File: src/hw/rtl/av_frame_cluster_interleaver_top_macros.svh
// Assertion macros for the frame cluster interleaver.
// Expects clk_i and rst_ni in the scope of the module that uses them.
`ifndef AV_FRAME_CLUSTER_INTERLEAVER_TOP_MACROS_SVH
`define AV_FRAME_CLUSTER_INTERLEAVER_TOP_MACROS_SVH

// Same-cycle implication.
`define AFCI_ASSERT(lbl, ante, cons, msg) \
  lbl: assert property (@(posedge clk_i) disable iff (!rst_ni) (ante) |-> (cons)) else $error(msg);

// Next-cycle implication.
`define AFCI_ASSERT_NEXT(lbl, ante, cons, msg) \
  lbl: assert property (@(posedge clk_i) disable iff (!rst_ni) (ante) |=> (cons)) else $error(msg);

`endif

File: src/hw/rtl/afci_pkg.sv
// Shared types and constants for the frame cluster interleaver.
// No dependencies.
package afci_pkg;

  localparam int unsigned AFCI_QUEUE_DEPTH = 16;
  localparam int unsigned TIME_W = 48;
  localparam int unsigned LEN_W  = 32;
  localparam int unsigned END_W  = TIME_W + 1;

  typedef enum logic [1:0] {
    KIND_PUSH_VIDEO = 2'd0,
    KIND_PUSH_AUDIO = 2'd1,
    KIND_DRAIN      = 2'd2,
    KIND_FINISH     = 2'd3
  } afci_kind_e;

  typedef enum logic [2:0] {
    ST_IDLE,
    ST_EVAL,
    ST_KEY_AUD,
    ST_PEND_VID,
    ST_FLUSH_AUD,
    ST_FLUSH_VID,
    ST_DONE
  } afci_state_e;

  typedef struct packed {
    logic push_v;
    logic push_a;
    logic drop_v;
    logic drop_a;
    logic pop_v;
    logic pop_a;
    logic new_cluster;
    logic flush;
    logic close;
  } afci_cmd_t;

  typedef struct packed {
    logic v_empty;
    logic a_empty;
    logic v_full;
    logic a_full;
    logic rd_ok;
    logic can_put;
    logic out_free;
    logic pend_v;
    logic v_lt_a;
    logic a_before_v;
    logic v_key;
    logic back_short;
    logic a_le_v;
  } afci_stat_t;

  typedef struct packed {
    logic [TIME_W-1:0] start;
    logic [LEN_W-1:0]  len;
    logic [END_W-1:0]  fend;
    logic              key;
  } afci_ventry_t;

  typedef struct packed {
    logic [TIME_W-1:0] start;
    logic [LEN_W-1:0]  len;
    logic [END_W-1:0]  fend;
  } afci_aentry_t;

  typedef struct packed {
    logic              track;
    logic [TIME_W-1:0] ftime;
    logic [LEN_W-1:0]  flen;
    logic              key;
    logic              opens;
    logic [TIME_W-1:0] span;
    logic              dropped;
  } afci_res_t;

endpackage

File: src/hw/rtl/afci_ctrl.sv
// Sequencer for the frame cluster interleaver: merge, flush and result hand-off.
// Depends on afci_pkg and the assertion macro header.
`include "av_frame_cluster_interleaver_top_macros.svh"

module afci_ctrl (
  input  logic                  clk_i,
  input  logic                  rst_ni,
  input  logic                  in_valid_i,
  output logic                  in_stall_o,
  input  logic [1:0]            kind_i,
  input  afci_pkg::afci_stat_t  stat_i,
  output afci_pkg::afci_cmd_t   cmd_o
);
  import afci_pkg::*;

  afci_state_e state_q, state_d;
  logic        fin_q, fin_d;
  logic        go;

  assign in_stall_o = (state_q != ST_IDLE);
  // head entries loaded and room for a result
  assign go = stat_i.rd_ok && stat_i.can_put;

  always_ff @(posedge clk_i or negedge rst_ni) begin
    if (!rst_ni) begin
      state_q <= ST_IDLE;
      fin_q   <= 1'b0;
    end else begin
      state_q <= state_d;
      fin_q   <= fin_d;
    end
  end

  always_comb begin
    state_d = state_q;
    fin_d   = fin_q;
    cmd_o   = '0;
    case (state_q)
      ST_IDLE: begin
        if (in_valid_i) begin
          case (kind_i)
            KIND_PUSH_VIDEO: begin
              if (stat_i.v_full) begin
                cmd_o.drop_v = 1'b1;
                state_d      = ST_DONE;
              end else begin
                cmd_o.push_v = 1'b1;
              end
            end
            KIND_PUSH_AUDIO: begin
              if (stat_i.a_full) begin
                cmd_o.drop_a = 1'b1;
                state_d      = ST_DONE;
              end else begin
                cmd_o.push_a = 1'b1;
              end
            end
            KIND_DRAIN: begin
              fin_d   = 1'b0;
              state_d = ST_EVAL;
            end
            KIND_FINISH: begin
              fin_d   = 1'b1;
              state_d = ST_EVAL;
            end
            default: state_d = ST_IDLE;
          endcase
        end
      end
      ST_EVAL: begin
        if (stat_i.v_empty || stat_i.a_empty) begin
          state_d = fin_q ? ST_FLUSH_AUD : ST_DONE;
        end else if (go) begin
          if (stat_i.v_lt_a) begin
            cmd_o.pop_v = 1'b1;
          end else if (stat_i.a_before_v) begin
            cmd_o.pop_a = 1'b1;
          end else if (stat_i.v_key) begin
            // keyframe waits until queued audio covers it, unless finishing
            if (!fin_q && stat_i.back_short) begin
              state_d = ST_DONE;
            end else begin
              cmd_o.pop_a       = 1'b1;
              cmd_o.new_cluster = 1'b1;
              state_d           = ST_KEY_AUD;
            end
          end else begin
            cmd_o.pop_a = 1'b1;
            state_d     = ST_PEND_VID;
          end
        end
      end
      ST_KEY_AUD: begin
        if (go) begin
          if (!stat_i.a_empty && stat_i.a_le_v) begin
            cmd_o.pop_a = 1'b1;
          end else begin
            cmd_o.pop_v = 1'b1;
            state_d     = ST_EVAL;
          end
        end
      end
      ST_PEND_VID: begin
        if (go) begin
          cmd_o.pop_v = 1'b1;
          state_d     = ST_EVAL;
        end
      end
      ST_FLUSH_AUD: begin
        if (stat_i.a_empty) begin
          state_d = ST_FLUSH_VID;
        end else if (go) begin
          cmd_o.pop_a = 1'b1;
        end
      end
      ST_FLUSH_VID: begin
        if (stat_i.v_empty) begin
          cmd_o.close = 1'b1;
          state_d     = ST_DONE;
        end else if (go) begin
          cmd_o.pop_v       = 1'b1;
          cmd_o.new_cluster = stat_i.v_key;
        end
      end
      ST_DONE: begin
        if (!stat_i.pend_v) begin
          state_d = ST_IDLE;
        end else if (stat_i.out_free) begin
          cmd_o.flush = 1'b1;
          state_d     = ST_IDLE;
        end
      end
      default: state_d = ST_IDLE;
    endcase
  end

  `AFCI_ASSERT(a_pop_v_nonempty, cmd_o.pop_v, !stat_i.v_empty, "video pop from empty queue")
  `AFCI_ASSERT(a_pop_a_nonempty, cmd_o.pop_a, !stat_i.a_empty, "audio pop from empty queue")
  `AFCI_ASSERT(a_pop_ready, cmd_o.pop_v || cmd_o.pop_a, go, "pop before head loaded or room")
  `AFCI_ASSERT_NEXT(a_flush_idle, cmd_o.flush, state_q == ST_IDLE && !stat_i.pend_v, "no hand-off")

endmodule

File: src/hw/rtl/afci_dp.sv
// Datapath for the frame cluster interleaver: queue memories, comparisons,
// pending result and output register. Depends on afci_pkg and the macro header.
`include "av_frame_cluster_interleaver_top_macros.svh"

module afci_dp #(
  parameter int unsigned QUEUE_DEPTH = afci_pkg::AFCI_QUEUE_DEPTH
) (
  input  logic                        clk_i,
  input  logic                        rst_ni,
  input  afci_pkg::afci_cmd_t         cmd_i,
  output afci_pkg::afci_stat_t        stat_o,
  input  logic [afci_pkg::TIME_W-1:0] frame_time_i,
  input  logic [afci_pkg::LEN_W-1:0]  frame_length_i,
  input  logic                        is_key_i,
  output logic                        out_valid_o,
  input  logic                        out_stall_i,
  output logic                        track_o,
  output logic [afci_pkg::TIME_W-1:0] out_time_o,
  output logic [afci_pkg::LEN_W-1:0]  out_length_o,
  output logic                        out_key_o,
  output logic                        opens_cluster_o,
  output logic [afci_pkg::TIME_W-1:0] span_end_o,
  output logic                        dropped_o,
  output logic                        last_o
);
  import afci_pkg::*;

  localparam int unsigned AW = (QUEUE_DEPTH > 1) ? $clog2(QUEUE_DEPTH) : 1;
  localparam int unsigned CW = $clog2(QUEUE_DEPTH + 1);

  afci_ventry_t v_mem [QUEUE_DEPTH];
  afci_aentry_t a_mem [QUEUE_DEPTH];
  afci_ventry_t v_rd_q, v_wr;
  afci_aentry_t a_rd_q, a_wr;
  logic         rd_ok_q;

  logic [AW-1:0] v_head_q, v_tail_q, a_head_q, a_tail_q;
  logic [CW-1:0] v_cnt_q, a_cnt_q;
  logic [END_W-1:0] in_end, ab_end_q;

  logic              cluster_open_q;
  logic [TIME_W-1:0] span_q, span_d;

  afci_res_t pend_q, out_q, new_res;
  logic      pend_v_q, out_v_q, last_q;
  logic      pop, push, out_free;

  logic [TIME_W-1:0] pop_start;
  logic [LEN_W-1:0]  pop_len;
  logic [END_W-1:0]  pop_end;
  logic [TIME_W-1:0] pop_sat;

  assign pop  = cmd_i.pop_v || cmd_i.pop_a;
  assign push = cmd_i.push_v || cmd_i.push_a;

  assign in_end = {1'b0, frame_time_i} + END_W'(frame_length_i);
  assign v_wr   = '{start: frame_time_i, len: frame_length_i, fend: in_end, key: is_key_i};
  assign a_wr   = '{start: frame_time_i, len: frame_length_i, fend: in_end};

  // queue storage, head read registered every cycle
  always_ff @(posedge clk_i) begin
    if (cmd_i.push_v) v_mem[v_tail_q] <= v_wr;
    if (cmd_i.push_a) a_mem[a_tail_q] <= a_wr;
    v_rd_q <= v_mem[v_head_q];
    a_rd_q <= a_mem[a_head_q];
    if (cmd_i.push_a) ab_end_q <= in_end;
  end

  function automatic logic [AW-1:0] wrap_inc(input logic [AW-1:0] p);
    return (p == AW'(QUEUE_DEPTH - 1)) ? '0 : p + 1'b1;
  endfunction

  always_ff @(posedge clk_i or negedge rst_ni) begin
    if (!rst_ni) begin
      v_head_q <= '0;
      v_tail_q <= '0;
      v_cnt_q  <= '0;
      a_head_q <= '0;
      a_tail_q <= '0;
      a_cnt_q  <= '0;
      rd_ok_q  <= 1'b0;
    end else begin
      rd_ok_q <= !(pop || push);
      if (cmd_i.push_v) begin
        v_tail_q <= wrap_inc(v_tail_q);
        v_cnt_q  <= v_cnt_q + 1'b1;
      end else if (cmd_i.pop_v) begin
        v_head_q <= wrap_inc(v_head_q);
        v_cnt_q  <= v_cnt_q - 1'b1;
      end
      if (cmd_i.push_a) begin
        a_tail_q <= wrap_inc(a_tail_q);
        a_cnt_q  <= a_cnt_q + 1'b1;
      end else if (cmd_i.pop_a) begin
        a_head_q <= wrap_inc(a_head_q);
        a_cnt_q  <= a_cnt_q - 1'b1;
      end
    end
  end

  // emitted frame; end saturates at 48 bits for the span
  assign pop_start = cmd_i.pop_v ? v_rd_q.start : a_rd_q.start;
  assign pop_len   = cmd_i.pop_v ? v_rd_q.len   : a_rd_q.len;
  assign pop_end   = cmd_i.pop_v ? v_rd_q.fend  : a_rd_q.fend;
  assign pop_sat   = pop_end[END_W-1] ? '1 : pop_end[TIME_W-1:0];
  assign span_d    = (pop_sat > span_q) ? pop_sat : span_q;

  always_comb begin
    if (pop) begin
      new_res = '{track: cmd_i.pop_a, ftime: pop_start, flen: pop_len,
                  key: cmd_i.pop_v & v_rd_q.key,
                  opens: cmd_i.new_cluster | !cluster_open_q,
                  span: span_d, dropped: 1'b0};
    end else begin
      new_res = '{track: cmd_i.drop_a, ftime: frame_time_i, flen: frame_length_i,
                  key: 1'b0, opens: 1'b0, span: span_q, dropped: 1'b1};
    end
  end

  always_ff @(posedge clk_i or negedge rst_ni) begin
    if (!rst_ni) begin
      cluster_open_q <= 1'b0;
      span_q         <= '0;
    end else if (pop) begin
      cluster_open_q <= 1'b1;
      span_q         <= span_d;
    end else if (cmd_i.close) begin
      cluster_open_q <= 1'b0;
    end
  end

  // one result is held back so the last one of an item can be marked
  always_ff @(posedge clk_i or negedge rst_ni) begin
    if (!rst_ni) begin
      pend_v_q <= 1'b0;
      out_v_q  <= 1'b0;
    end else begin
      if ((pop && pend_v_q) || cmd_i.flush) out_v_q <= 1'b1;
      else if (out_v_q && !out_stall_i) out_v_q <= 1'b0;
      if (pop || cmd_i.drop_v || cmd_i.drop_a) pend_v_q <= 1'b1;
      else if (cmd_i.flush) pend_v_q <= 1'b0;
    end
  end

  always_ff @(posedge clk_i) begin
    if (pop || cmd_i.drop_v || cmd_i.drop_a) pend_q <= new_res;
    if ((pop && pend_v_q) || cmd_i.flush) begin
      out_q  <= pend_q;
      last_q <= cmd_i.flush;
    end
  end

  assign out_free = !out_v_q || !out_stall_i;

  assign stat_o.v_empty    = (v_cnt_q == '0);
  assign stat_o.a_empty    = (a_cnt_q == '0);
  assign stat_o.v_full     = (v_cnt_q == CW'(QUEUE_DEPTH));
  assign stat_o.a_full     = (a_cnt_q == CW'(QUEUE_DEPTH));
  assign stat_o.rd_ok      = rd_ok_q;
  assign stat_o.out_free   = out_free;
  assign stat_o.can_put    = !pend_v_q || out_free;
  assign stat_o.pend_v     = pend_v_q;
  assign stat_o.v_lt_a     = (v_rd_q.start < a_rd_q.start);
  assign stat_o.a_before_v = (a_rd_q.start < v_rd_q.start) &&
                             (a_rd_q.fend <= {1'b0, v_rd_q.start});
  assign stat_o.v_key      = v_rd_q.key;
  assign stat_o.back_short = (ab_end_q < v_rd_q.fend);
  assign stat_o.a_le_v     = (a_rd_q.start <= v_rd_q.start);

  assign out_valid_o     = out_v_q;
  assign track_o         = out_q.track;
  assign out_time_o      = out_q.ftime;
  assign out_length_o    = out_q.flen;
  assign out_key_o       = out_q.key;
  assign opens_cluster_o = out_q.opens;
  assign span_end_o      = out_q.span;
  assign dropped_o       = out_q.dropped;
  assign last_o          = last_q;

  `AFCI_ASSERT(a_v_cnt_bound, 1'b1, v_cnt_q <= CW'(QUEUE_DEPTH), "video count above depth")
  `AFCI_ASSERT(a_a_cnt_bound, 1'b1, a_cnt_q <= CW'(QUEUE_DEPTH), "audio count above depth")
  `AFCI_ASSERT(a_no_overwrite, (pop && pend_v_q) || cmd_i.flush, out_free, "output overwritten")
  `AFCI_ASSERT_NEXT(a_cluster_after_pop, pop, cluster_open_q, "cluster not open after frame")

endmodule

File: src/hw/rtl/av_frame_cluster_interleaver_top.sv
// A push is taken while idle; a rejected push's result moves from the pending register to the
// output register once the output is free. Drain/finish: frames pop once the registered head read
// has reloaded and a result can be placed, then the last result is handed off; one item at a time.
// Reset (async, active low) clears queue pointers, counts, cluster flag, span and handshakes.
// Queue memories are not cleared; only entries written by pushes are ever read.
// Top level: controller plus datapath joined by command and status structs.
module av_frame_cluster_interleaver_top #(
  parameter int unsigned QUEUE_DEPTH = afci_pkg::AFCI_QUEUE_DEPTH
) (
  input  logic                        clk_i,
  input  logic                        rst_ni,
  input  logic                        in_valid_i,
  output logic                        in_stall_o,
  input  logic [1:0]                  kind_i,
  input  logic [afci_pkg::TIME_W-1:0] frame_time_i,
  input  logic [afci_pkg::LEN_W-1:0]  frame_length_i,
  input  logic                        is_key_i,
  output logic                        out_valid_o,
  input  logic                        out_stall_i,
  output logic                        track_o,
  output logic [afci_pkg::TIME_W-1:0] out_time_o,
  output logic [afci_pkg::LEN_W-1:0]  out_length_o,
  output logic                        out_key_o,
  output logic                        opens_cluster_o,
  output logic [afci_pkg::TIME_W-1:0] span_end_o,
  output logic                        dropped_o,
  output logic                        last_o
);
  import afci_pkg::*;

  afci_cmd_t  cmd;
  afci_stat_t stat;

  afci_ctrl u_ctrl (
    .clk_i      (clk_i),
    .rst_ni     (rst_ni),
    .in_valid_i (in_valid_i),
    .in_stall_o (in_stall_o),
    .kind_i     (kind_i),
    .stat_i     (stat),
    .cmd_o      (cmd)
  );

  afci_dp #(
    .QUEUE_DEPTH (QUEUE_DEPTH)
  ) u_dp (
    .clk_i           (clk_i),
    .rst_ni          (rst_ni),
    .cmd_i           (cmd),
    .stat_o          (stat),
    .frame_time_i    (frame_time_i),
    .frame_length_i  (frame_length_i),
    .is_key_i        (is_key_i),
    .out_valid_o     (out_valid_o),
    .out_stall_i     (out_stall_i),
    .track_o         (track_o),
    .out_time_o      (out_time_o),
    .out_length_o    (out_length_o),
    .out_key_o       (out_key_o),
    .opens_cluster_o (opens_cluster_o),
    .span_end_o      (span_end_o),
    .dropped_o       (dropped_o),
    .last_o          (last_o)
  );

endmodule
File: config.mk
export PLATFORM = sky130hd
export DESIGN_NAME = av_frame_cluster_interleaver_top
export DESIGN_NICKNAME = d
export VERILOG_FILES = /design/src/hw/rtl/afci_pkg.sv /design/src/hw/rtl/afci_ctrl.sv /design/src/hw/rtl/afci_dp.sv /design/src/hw/rtl/av_frame_cluster_interleaver_top.sv
export VERILOG_INCLUDE_DIRS = /design/src /design/src/hw/rtl
export SDC_FILE = /design/constraint.sdc
export NUM_CORES = 2
export LEC_CHECK = 0
export BUFFER_PORTS_ARGS = -buffer_cell sky130_fd_sc_hd__buf_2
export CORE_UTILIZATION = 45
export DETAILED_ROUTE_END_ITERATION = 12
export GPL_ROUTABILITY_DRIVEN = 0
export PLACE_DENSITY_LB_ADDON = 0.08
export SYNTH_ARGS = -nofsm -noshare
export SYNTH_HDL_FRONTEND = slang
export SYNTH_MEMORY_MAX_BITS = 65536
export SYNTH_SLANG_ARGS = --single-unit
File: constraint.sdc
create_clock -name clk_i -period 17.6 [get_ports clk_i]
set_clock_uncertainty 0.15 [all_clocks]
set_input_delay 4.4 -clock clk_i [delete_from_list [all_inputs] [get_ports clk_i]]
set_output_delay 4.4 -clock clk_i [all_outputs]
set_load 0.02 [all_outputs]
# After elaboration in Yosys (flattened, before gate mapping)

Memory sizes are Yosys's and may differ from the RTL's. A register that Yosys moved wholly into a read port is not among the register bits.
Index checks and enable logic that the tools add are counted.

Logic and storage cells: 194
Bits in writable memories: 4144
Memories: 2
Flip-flop bits (word level): 396

Eq/ne operators: 27
Order comparisons: 6
Add/sub/neg operators: 9
Multiplexer cells: 79
Bitwise logic cells: 4
Reduce and logical (&&, ||, !) cells: 38

Memories:

| memory     | depth | bits a word | rd ports | clocked after Yosys merged registers in | wr ports | RTL line      | RTL |
|---|---|---|---|---|---|---|---|
| u_dp.v_mem | 16    | 130         | 1        | 1                                       | 1        | afci_dp.sv:31 | `afci_ventry_t v_mem [QUEUE_DEPTH];` |
| u_dp.a_mem | 16    | 129         | 1        | 1                                       | 1        | afci_dp.sv:32 | `afci_aentry_t a_mem [QUEUE_DEPTH];` |

Operators by type and width:

| kind                | count |
|---|---|
| $mux 48             | 3 |
| $mux 132            | 1 |
| $lt 48x48->1        | 2 |
| $mux 3              | 18 |
| $add 48x32->49      | 1 |
| $le 49x48->1        | 1 |
| $lt 49x49->1        | 1 |
| $mux 49             | 1 |
| $gt 48x48->1        | 1 |
| $le 48x48->1        | 1 |
| $mux 1              | 35 |
| $mux 32             | 1 |
| $mux 4              | 6 |
| $pmux 3 s7          | 1 |
| $mux 5              | 4 |
| $add 4x1->4 const B | 4 |
| $eq 4x4->1 const B  | 4 |
| $reduce_and 12->1   | 1 |
| $reduce_bool 2->1   | 6 |
| $add 5x1->5 const B | 2 |
| $eq 5x5->1 const B  | 2 |
| $logic_not 5->1     | 2 |
| $sub 5x1->5 const B | 2 |
| $eq 3x3->1 const B  | 3 |
| other kinds (26)    | 60 |

# Logic depth before layout (Yosys ltp)

Depth in word-level cells: 14
Mapped depth: 25
Depth with buffers taken out: 20

# Hierarchy

Synthesis repeated with hierarchy kept, for this count alone.

Cells, all modules: 7951
Area, all modules: 182588.9 um2

By module, submodules not included:

| module    | area each (um2) | cells each | times used |
|---|---|---|---|
| afci_dp   | 182067.1        | 7877       | 1 |
| afci_ctrl | 521.8           | 74         | 1 |

# Worst setup path before layout

Ideal clock, no wire load.

Kind: input-to-reg
Start: in out_stall_i
End: reg u_dp.out_q, in the netlist u_dp.dropped_o (enable)
Stages on the path: 7
Required time: 16.622 ns
Path buffers: 2
Arrival: 15.215 ns
Slack: 1.407 ns
Cells stage by stage: a31oi_1 -> o211ai_1 -> a2111oi_4 -> buf_4 -> nor2_1 -> clkbuf_1 -> a21boi_0

Longest elaborated chain between the ends: 10
Elaborated cells between the ends (all ways): 18
Those cells by class: mux (11); reduce/logical (7)

Ends and longest elaborated chain:

| what                                            | RTL line                               | RTL |
|---|---|---|
| start, declared                                 | av_frame_cluster_interleaver_top.sv:19 | `input logic out_stall_i,` |
| $logic_not 1->1 *                               | afci_dp.sv:153                         | `assign out_free = !out_v_q \|\| !out_stall_i;` |
| $logic_or 1x1->1 *                              | afci_dp.sv:153                         |  |
| $logic_or 1x1->1                                | afci_dp.sv:161                         | `assign stat_o.can_put = !pend_v_q \|\| out_free;` |
| $logic_and 1x1->1                               | afci_ctrl.sv:22                        | `assign go = stat_i.rd_ok && stat_i.can_put;` |
| $mux 1 / $mux 3 (equally long branches)         | -                                      |  |
| $mux 1 (tied with other cells)                  | afci_ctrl.sv:117                       | `if (stat_i.v_empty) begin` |
| $pmux 1 s4 / $pmux 1 s3 (equally long branches) | afci_ctrl.sv:38                        | `case (state_q)` |
| $logic_or 1x1->1                                | afci_dp.sv:53                          | `assign pop = cmd_i.pop_v \|\| cmd_i.pop_a;` |
| $logic_and 1x1->1                               | afci_dp.sv:147                         | `if ((pop && pend_v_q) \|\| cmd_i.flush) begin` |
| $logic_or 1x1->1 *                              | afci_dp.sv:147                         |  |
| end signal, assigned                            | afci_dp.sv:148                         | `out_q <= pend_q;` |
| end, declared                                   | afci_dp.sv:44                          | `afci_res_t pend_q, out_q, new_res;` |

Mark *: on every way between the ends. The rest lies on a longest branch, timed or not.
A chain may end at the register's enable or synchronous reset.

==> reports/qor.csv <==
stage;metric;value;unit
clock_network;ctsRootBufferMaster;clkbuf_16;
grt;antenna_found_initial;57;
power_and_ir_drop;comb_power_share;27.9;%
power_and_ir_drop;seqPwrFrac;41.7;%
yosys;synth-seq-cells;4799;
layout;drive_gt1_share;19.9;%
worst_hold_path;hold_depth;0;
placement;dp_cells;15300;
critical_path;cp-end-kind;register;
clock_network;cts_setup_buffers;0;
floorplan;rows;235;
placement;dp_slack;6.65;ns
power_and_ir_drop;finalPower;35.5;mW
clock_network;ctsHoldBuffers;0;
route;via_per_inst;6.10;
route;dr.pass1.iters;6;
power_and_ir_drop;p_int;23.7;mW
critical_path;crit_chain;buf_2 -> a31oi_1 -> nor4b_1 -> a22o_4 -> buf_4 -> or2_4 -> o22a_1 -> ha_1 -> a21o_1 -> a21o_1 -> a21oi_1 -> o21ai_0 -> a21oi_1 -> nand2_1 -> o21a_1 -> o21ai_4 -> buf_4 -> mux2_2;
clock_network;numCtsBuffers;524;
yosys;netlist_instances;9834;
timing;hold_violations;0;
clock_network;cts_sinks;4799;
placement;port_buffers;221;
layout;area_delta_synth_final;13.9;%
power_and_ir_drop;p_sw;11.8;mW
layout;fillers;32700;
power_and_ir_drop;swShare;33.2;%
critical_path;start_kind;primary input;
power_and_ir_drop;clockPowerShare;30.4;%
floorplan;start_util;45.2;%
clock_network;cts.repair.resized;0;
power_and_ir_drop;power_leakage;71.3;nW
route;wirelength;571000;microns
yosys;yosysWarnings;0;
critical_path;cp_max_fo;54;
floorplan;fp.dieH;643;microns
grt;grt_pass1_vias;98800;
power_and_ir_drop;powerDensity;168;nW/um^2
clock_network;clk_latency;1.05;ns
route;drtIter0Drc;11400;
yosys;syn-cell-area;185000;sq um
clock_network;h-tree-depth;6;
timing;relSlewSlack;12.1;%
floorplan;design.core.area;410000;sq um
grt;gr-total-overflow;0;
floorplan;io_pins;222;
layout;final_util;51.4;%
layout;stdcell_area;211000;sq um
clock_network;cts_tree;built;
route;num_vias;99000;
yosys;ys.flop_type;edfxtp_1;
critical_path;rr_worst_depth;20;
layout;nets;10700;
route;drcViolationCount;0;
critical_path;crit_path_max_incr_delay;0.76;ns
floorplan;die_w;643;microns
yosys;syn_area_per_cell;18.8;sq um
grt;grt_use_total;27.2;%
placement;placedInstanceArea;194000;sq um
critical_path;cp.required;18.22;ns
timing;fin_crit;9.94;ns
critical_path;path_class;in2reg;
route;ant_nets;0;
grt;grt_max_degree;115;
clock_network;cts.clk_slew.worst_paths;0.06;ns
timing;hold_ws;0.257;ns
outcome;status;completed;
timing;finalSetupTns;0;ns
timing;max_freq;101;MHz
timing;maxSlewViolCount;0;
critical_path;crit_slowest_cell;a22o_4;
timing;setup_viol;0;
placement;dp.final_hpwl;308000;microns
timing;worstMarginPinSlew;1.31;ns
timing;fin_crit_sh;56.5;%
timing;rsz0062_at_grt;false;
job;max_cap_violations;0;
floorplan;dieArea;414000;sq um
critical_path;arrival;10.56;ns
yosys;syn_nets;10200;
grt;grt_pass1_wl;788000;microns
clock_network;clk_path_buf_depth;4;
yosys;synthArstFlopShare;1.71;%
route;wl_per_cell;35.2;microns
timing;worst_slack;7.66;ns
power_and_ir_drop;peakVddDrop;0.146;mV
yosys;synth_cell_types;75;
yosys;ys_seq_area_share;76.3;%
layout;final_cells;16200;
yosys;synth_edf_count;4458;
worst_hold_path;hold_class;reg2reg;
==> layout make-up <==
| type | instances | area (sq um) | share of cell area, % |
|---|---|---|---|
| timing repair buffer | 481 | 3390 | 1.61 |
| antenna | 12 | 30.0 | 0.0143 |
| inverter | 220 | 826 | 0.392 |
| multi-input combinational | 4333 | 41700 | 19.8 |
| tap | 5451 | 6820 | 3.24 |
| clock buffer | 753 | 14800 | 7.04 |
| sequential | 4799 | 141000 | 67.0 |
| clock inverter | 197 | 1940 | 0.922 |
==> cells in the mapped netlist (111+ instances only) <==
cell / count / area [sq um]
nand2_1: 349 / 1310
dfxtp_1: 259 / 5180
mux4_2: 521 / 11700
o21ai_0: 584 / 2920
mux2i_1: 775 / 7760
a21oi_1: 367 / 1840
ha_1: 240 / 3000
edfxtp_1: 4458 / 134000
inv_1: 220 / 826
mux2_2: 315 / 3550
a221oi_1: 265 / 2320
clkbuf_1: 350 / 1310
and2_1: 111 / 694
a22oi_1: 260 / 1950
==> placed cells by master, fill, tap and decap left out, types with 28 or more instances in the layout <==
| master | instances |
|---|---|
| a21oi_1 | 366 |
| a221oi_1 | 265 |
| nor2_1 | 49 |
| mux2i_1 | 775 |
| clkinv_1 | 76 |
| o22a_1 | 48 |
| a22oi_1 | 260 |
| clkbuf_8 | 50 |
| mux2_2 | 315 |
| inv_1 | 219 |
| clkbuf_16 | 541 |
| mux4_2 | 521 |
| buf_4 | 235 |
| edfxtp_1 | 4458 |
| clkbuf_1 | 162 |
| clkinv_2 | 50 |
| nand4_1 | 42 |
| nand3_1 | 29 |
| nand2_1 | 345 |
| o21ai_0 | 584 |
| and2_4 | 29 |
| a21o_1 | 50 |
| ha_1 | 240 |
| a221o_1 | 83 |
| bufinv_16 | 28 |
| buf_2 | 220 |
| and2_1 | 82 |
| dfxtp_1 | 259 |
| dfrtp_1 | 74 |
==> critical path, delay by kind of cell <==
family / cells / cell delay (ns)
buf+inv: 3 / 1.41
compound gates: 10 / 2.83
fa+ha+maj: 1 / 0.25
mux: 1 / 0.42
simple gates: 3 / 1.12
==> worst paths after layout <==
kind	from	slack (ns)	to
max	out_stall_i	7.66	u_dp.pend_q[42]$_DFFE_PP_
min	u_dp.pend_q[82]$_DFFE_PP_	0.26	u_dp.out_length_o[31]$_DFFE_PP_
max reg2reg	u_dp.v_rd_q[97]$_DFF_P_	9.02	u_dp.pend_q[42]$_DFFE_PP_
min reg2reg	u_dp.pend_q[82]$_DFFE_PP_	0.26	u_dp.out_length_o[31]$_DFFE_PP_
max in group asynchronous	rst_ni	12.84	u_dp.v_head_q[3]$_DFFE_PN0P_
min in group asynchronous	rst_ni	3.26	u_dp.span_q[39]$_DFFE_PN0N_
==> cell families after synthesis <==
group	share of synthesized area, %
AO/OA/AOI/OAI	6.11
XOR/XNOR	0.265
adder cells (fa/ha/maj)	1.66
buffers and inverters	1.46
flip-flops	76.3
multiplexers	12.5
AND/OR/NAND/NOR	1.78
==> state kept, by name, summed over array words and instances, names as in the netlist, 3 cells and up <==
register           cells
u_dp.a_cnt_q           5
u_dp.a_tail_q          4
u_dp.a_mem          2064
u_ctrl.state_q         3
u_dp.v_mem          2080
u_dp.out_length_o     32
u_dp.v_rd_q          129
u_dp.out_time_o       48
u_dp.v_cnt_q           5
u_dp.v_tail_q          4
u_dp.a_head_q          4
u_dp.pend_q          132
u_dp.span_q           48
u_dp.v_head_q          4
u_dp.ab_end_q         49
u_dp.span_end_o       48
u_dp.a_rd_q          129
==> layer usage <==
layer | wire (microns) | GRT usage [%] | part of all wire (%)
met1 | 242000 | 38.4 | 42
met2 | 273000 | 44.2 | 48
met3 | 39500 | 3.79 | 6.9
met4 | 17000 | 7.90 | 3.0
met5 | 141 | 0 | 0.025
==> power groups by stage <==
stage | Combinational (mW) | Clock (mW) | Sequential (mW)
after global placement | 9.79 | 0 | 15.0
after CTS | 9.93 | 10.9 | 14.8
after detailed placement | 9.89 | 0 | 15.0
after floorplan | 6.39 | 0 | 14.6
final | 9.90 | 10.8 | 14.8
after global routing | 10.6 | 11.3 | 14.8
Note: power is estimated with default switching activity, not from simulation.
